<file path="src/sv/assert_macros.svh">
// Assertion macros shared by the range distinct-count engine.
// Expects clk and arst_n to be visible in the module that uses them.
`ifndef ASSERT_MACROS_SVH
`define ASSERT_MACROS_SVH
`ifndef ASSERT_OFF
// Checked only while the block is out of reset.
`define ASSERT_CLKD(label, prop, msg) \
	label: assert property (@(posedge clk) disable iff (!arst_n) prop) else $error(msg);
// Checked at every edge, reset included.
`define ASSERT_ANY(label, prop, msg) \
	label: assert property (@(posedge clk) prop) else $error(msg);
`else
`define ASSERT_CLKD(label, prop, msg)
`define ASSERT_ANY(label, prop, msg)
`endif
`endif

</file>
<file path="src/sv/swdc_pkg.sv">
`timescale 1ns / 1ps
// Shared types and constants for the range distinct-count engine.
// No dependencies; every other file but assert_macros.svh imports this package.
package swdc_pkg;

	localparam int POS_W = 17;
	localparam int VAL_W = 16;
	localparam int TOTAL_W = 17;

	localparam logic CMD_QUERY = 1'b1;

	typedef struct packed {
		logic             cmd;
		logic [POS_W-1:0] position;
		logic [VAL_W-1:0] item_value;
		logic [POS_W-1:0] range_left;
		logic [POS_W-1:0] range_right;
	} req_word_t;

	typedef enum logic [3:0] {
		ST_CLEAR,
		ST_IDLE,
		ST_DISPATCH,
		ST_MOVE,
		ST_LD_OUT,
		ST_LD_WR,
		ST_LD_IN,
		ST_STEP_V,
		ST_STEP_H,
		ST_EMIT
	} state_t;

	typedef enum logic [1:0] {
		JOB_QUERY,
		JOB_LOAD_OUT,
		JOB_LOAD_IN
	} job_t;

	typedef enum logic [2:0] {
		MV_NONE,
		MV_GROW_HIGH,
		MV_GROW_LOW,
		MV_SHRINK_HIGH,
		MV_SHRINK_LOW
	} move_t;

	typedef struct packed {
		logic clr_en;
		logic accept;
		logic win_init;
		logic store_wr;
		logic issue_move;
		logic issue_load;
		logic load_in;
		logic hist_rd;
		logic hist_upd;
		logic emit;
	} ctrl_cmd_t;

	typedef struct packed {
		logic  clr_last;
		logic  is_query;
		logic  item_err;
		logic  in_window;
		logic  win_empty;
		move_t move;
		logic  out_free;
	} ctrl_sts_t;

endpackage

</file>
<file path="src/sv/swdc_ctrl.sv">
`timescale 1ns / 1ps
// Controller state machine of the range distinct-count engine.
// Depends on swdc_pkg and assert_macros.svh; drives the datapath by command struct.
`include "assert_macros.svh"
module swdc_ctrl import swdc_pkg::*; (
	input  logic      clk,
	input  logic      arst_n,
	input  logic      in_valid,
	output logic      in_ready,
	input  ctrl_sts_t sts,
	output ctrl_cmd_t cmd
);

	state_t state_q, state_d;
	job_t   job_q, job_d;

	always_ff @(posedge clk or negedge arst_n) begin
		if (!arst_n) begin
			state_q <= ST_CLEAR;
			job_q   <= JOB_QUERY;
		end else begin
			state_q <= state_d;
			job_q   <= job_d;
		end
	end

	always_comb begin
		state_d  = state_q;
		job_d    = job_q;
		cmd      = '0;
		in_ready = 1'b0;
		unique case (state_q)
			ST_CLEAR: begin
				cmd.clr_en = 1'b1;
				if (sts.clr_last) begin
					state_d = ST_IDLE;
				end
			end
			ST_IDLE: begin
				in_ready = 1'b1;
				if (in_valid) begin
					cmd.accept = 1'b1;
					state_d    = ST_DISPATCH;
				end
			end
			ST_DISPATCH: begin
				if (sts.item_err) begin
					state_d = ST_EMIT;
				end else if (sts.is_query) begin
					cmd.win_init = sts.win_empty;
					job_d        = JOB_QUERY;
					state_d      = ST_MOVE;
				end else if (sts.in_window) begin
					state_d = ST_LD_OUT;
				end else begin
					cmd.store_wr = 1'b1;
					state_d      = ST_IDLE;
				end
			end
			ST_MOVE: begin
				if (sts.move == MV_NONE) begin
					state_d = ST_EMIT;
				end else begin
					cmd.issue_move = 1'b1;
					state_d        = ST_STEP_V;
				end
			end
			ST_LD_OUT: begin
				cmd.issue_load = 1'b1;
				job_d          = JOB_LOAD_OUT;
				state_d        = ST_STEP_V;
			end
			ST_LD_WR: begin
				cmd.store_wr = 1'b1;
				state_d      = ST_LD_IN;
			end
			ST_LD_IN: begin
				cmd.issue_load = 1'b1;
				cmd.load_in    = 1'b1;
				job_d          = JOB_LOAD_IN;
				state_d        = ST_STEP_V;
			end
			ST_STEP_V: begin
				cmd.hist_rd = 1'b1;
				state_d     = ST_STEP_H;
			end
			ST_STEP_H: begin
				cmd.hist_upd = 1'b1;
				unique case (job_q)
					JOB_QUERY:    state_d = ST_MOVE;
					JOB_LOAD_OUT: state_d = ST_LD_WR;
					JOB_LOAD_IN:  state_d = ST_IDLE;
					default:      state_d = ST_IDLE;
				endcase
			end
			ST_EMIT: begin
				if (sts.out_free) begin
					cmd.emit = 1'b1;
					state_d  = ST_IDLE;
				end
			end
			default: begin
				state_d = ST_IDLE;
			end
		endcase
	end

	`ASSERT_CLKD(a_upd_follows_rd, cmd.hist_upd |-> $past(cmd.hist_rd), "histogram update without read")
	`ASSERT_CLKD(a_emit_has_room, cmd.emit |-> sts.out_free, "result word issued into a full output register")

endmodule

</file>
<file path="config.mk">
export PLATFORM = sky130hd
export DESIGN_NAME = swdc_ctrl
export DESIGN_NICKNAME = d
export VERILOG_FILES = /design/src/sv/swdc_pkg.sv /design/src/sv/swdc_ctrl.sv
export VERILOG_INCLUDE_DIRS = /design/src /design/src/sv
export SDC_FILE = /design/constraint.sdc
export NUM_CORES = 1
export LEC_CHECK = 0
export BUFFER_PORTS_ARGS = -buffer_cell sky130_fd_sc_hd__buf_4
export CORE_AREA = 3 3 40 42
export DETAILED_ROUTE_END_ITERATION = 6
export DIE_AREA = 0 0 43 45
export PLACE_DENSITY = 0.65
export SLEW_MARGIN = 20
export SYNTH_ARGS = -nofsm -noshare
export SYNTH_HDL_FRONTEND = slang
export SYNTH_SLANG_ARGS = --single-unit
</file>
<file path="constraint.sdc">
create_clock -name clk -period 2.02 [get_ports clk]
set_clock_uncertainty 0.1 [all_clocks]
set_input_delay 0.101 -clock clk [delete_from_list [all_inputs] [get_ports clk]]
set_output_delay 0.101 -clock clk [all_outputs]
set_load 0.05 [all_outputs]
</file>
==> impl_metrics.ini <==
[place]
place_hpwl_um = 1020
portBuffers = 22
gp_congestion = 0.743

[power_and_ir_drop]
power_frac_seq_pct = 23.4
power_density_mw_per_mm2 = 1620
ir_drop_mv = 0.949
p_switching_mw = 0.620
p_clk_share_pct = 9.3
p_int_mw = 0.541
pwr-share-comb_pct = 67.3
swShare_pct = 53.4
cellLeakagePower_nw = 0.333

[final_layout]
n_fill_cell = 117
fin_nets = 98
diodes = 0
area_growth_pct = 47.9
drive_gt1_share_pct = 39.3

[synthesis]
muxShareOfSynthArea_pct = 0
netlist.top_cell.by_area = dfrtp_1
ys_types = 28
synth_compound_area_share_pct = 16.6
synth-seq-area-share_pct = 31.1
synth_simple_gate_area_share_pct = 46.1
yosysTopAreaCellShare_pct = 31.1
avgSynthCellArea_um2 = 7.92
netlist_instances = 61
syn_area_um2 = 483
synthTopCellsByArea = dfrtp_1 (31%), nand2b_1 (6.5%), nor2_1 (6.2%), and3_1 (3.9%), nor2b_1 (3.9%)
ys_ff_latch = 6
synth_fa_ha_area_share_pct = 0
synth-xor-area-share_pct = 0
synth_top_family_by_area = simple AND/OR/NAND/NOR gates
ys.warnings.count = 0
synth_nets = 73

[die]
die-area_mm2 = 0.00194
die_y_um = 45
core_mm2 = 0.00128
rows = 13
dieWidth_um = 43
start_util_pct = 37.6
ios = 23

[worst_setup_path]
r2r_slack_ps = 410
cp-start-kind = flop
path_cells = or2_4 > nor3_2 > nand2b_1 > o22ai_2 > buf_4
reg2reg_depth = 4
arrival_ps = 1710
slowest_delay_ps = 470
worstPathMaxFanout = 8
slowest_stage = dfrtp_1
path_class = reg -> out
worst_ep_required_time_ps = 1820
endpoint_kind = output pin
r2r_end = job_q[1]
reg2reg_from = state_q[2]

[route]
wl_um = 1270
first_pass_iters = 4
drtIter0Drc = 10
vias_per_cell = 5.24
wl_per_cell_um = 12.8
vias = 519
route.detailed.drc = 0
ant_nets = 0

[timing]
drv_slew = 0
fin_crit_sh_pct = 94.8
setup_violations = 0
rsz0062_at_grt = false
timing.hold.ws_ps = 27.6
setup_tns_ps = 0
min_period_ps = 1920
slew_headroom_pct = 69.2
max_freq_mhz = 522
tightestPinTransition_ps = 462
hold_violations = 0

[clocking]
cts_buffers = 3
clk_pin_slew_worst_paths_ps = 50
clk_path_buf_depth = 2
clkSinkCount = 6
cts_root_buf = clkbuf_4
h-tree-depth = 1
clock_latency_ps = 240
cts_tree = built

[global_route]
grt_pass1_wl_um = 2130
grt_max_degree = 14
track_usage_pct = 14.6
grt_overflow_total = 0
antenna_found_initial = 0
grt_pass1_vias = 489

[worst_hold_path]
whs_endpoint = state_q[3]
hold_class = in -> reg
hold_depth = 2
min_from = sts[6]

[job]
max_cap_viol_count = 0

[outcome]
status = complete, no violations
## final cells by class
| class | instances | area (µm²) | area share, % |
|---|---|---|---|
| multi-input combinational | 49 | 333 | 46.6 |
| timing repair buffer | 24 | 183 | 25.6 |
| sequential | 6 | 150 | 21.0 |
| clock buffer | 3 | 22.5 | 3.15 |
| tap | 15 | 18.8 | 2.63 |
| inverter | 2 | 7.51 | 1.05 |
## worst max-delay path by stage
stage	start	endpoint	slack, ps	cells past startpoint
3_5_place_dp	state_q[2]	cmd[6]	350	5
3_3_place_gp	state_q[3]	cmd[3]	370	5
5_1_grt	state_q[2]	cmd[6]	4	5
6_report	state_q[2]	cmd[6]	100	5
4_1_cts	state_q[2]	cmd[6]	80	5
2_1_floorplan	state_q[3]	state_q[1]	90	5
## power by group through the flow
stage / Combinational (mW) / Clock (mW) / Sequential, mW
after detailed placement: 0.770 / 0 / 0.269
after floorplan: 0.615 / 0 / 0.226
after global routing: 0.842 / 0.125 / 0.283
final: 0.781 / 0.108 / 0.272
after global placement: 0.779 / 0 / 0.269
after CTS: 0.774 / 0.114 / 0.269
## through the flow
stage	area [µm²]	total power, mW	util [%]	cells	worst slack, ps
6_report	714	1.16	55.6	99	105
5_1_grt	714	1.25	55.6	99	4.16
4_1_cts	709	1.16	55.2	99	76.0
3_5_place_dp	677	1.04	52.7	95	348
3_3_place_gp	677	1.05	52.7	95	369
2_1_floorplan	508	0.842	-	61	86.5
## synth_stat cells
cell      count
nor2_1        8
dfrtp_1       6
nand2b_1      5
nand2_1       4
a21oi_1       3
and3_1        3
buf_2         3
nor2b_1       3
nor3_1        3
a31o_1        2
nand3b_1      2
o21ai_0       2
or2_1         2
a22o_1        1
a31oi_1       1
and2_1        1
and4b_1       1
buf_4         1
clkinv_1      1
inv_1         1
nor3_2        1
nor4b_1       1
nor4b_2       1
o211ai_1      1
o22ai_1       1
o31a_1        1
or3b_1        1
or4_1         1
## layout by cell type, fill, tap and decap left out, types with 3 or more instances in the layout
master	instances
nand2b_1	4
nor2_1	8
dfrtp_1	6
buf_4	23
nand2_1	4
and3_1	3
clkbuf_4	3
a21oi_1	3
nor3_2	3
nor2b_1	3
## registers in the layout, summed over array words and instances, names as in the netlist
register  cells
job_q         2
state_q       4
## worst max-delay path: cells and delay by family, from the launching register on
kind                   cells  cell delay, ps
DFF                        1             470
AOI/OAI and AO/OA          1             120
and+or+nand+nor            3             660
buffers and inverters      1             210
## timing repair
| item | in CTS | in global routing |
|---|---|---|
| hold buffers | 1 | 0 |
| buffers inserted | 0 | 0 |
| gates resized for setup | 0 | 2 |
| setup endpoints to repair | 0 | 2 |
| endpoints found under the hold margin | 6 | 0 |
## metal layers
| layer | wire [µm] | part of all wire, % | vias to the layer above | track usage (%) |
|---|---|---|---|---|
| met2 | 584 | 46 | 16 | 22.5 |
| met3 | 80 | 6.3 | 2 | 6.37 |
| met5 | 0 | 0 | - | 0 |
| li1 | - | - | 268 | - |
| met1 | 589 | 46 | 233 | 18.3 |
| met4 | 12 | 0.95 | 0 | 5.42 |
## cell families (layout without fill, tap and decap cells)
logic type             after synthesis  after routing
AOI/OAI and AO/OA                   12             12
buffers and inverters                6             29
DFF                                  6              6
and+or+nand+nor                     37             37
No activity file was read; power rests on OpenSTA's default activity.
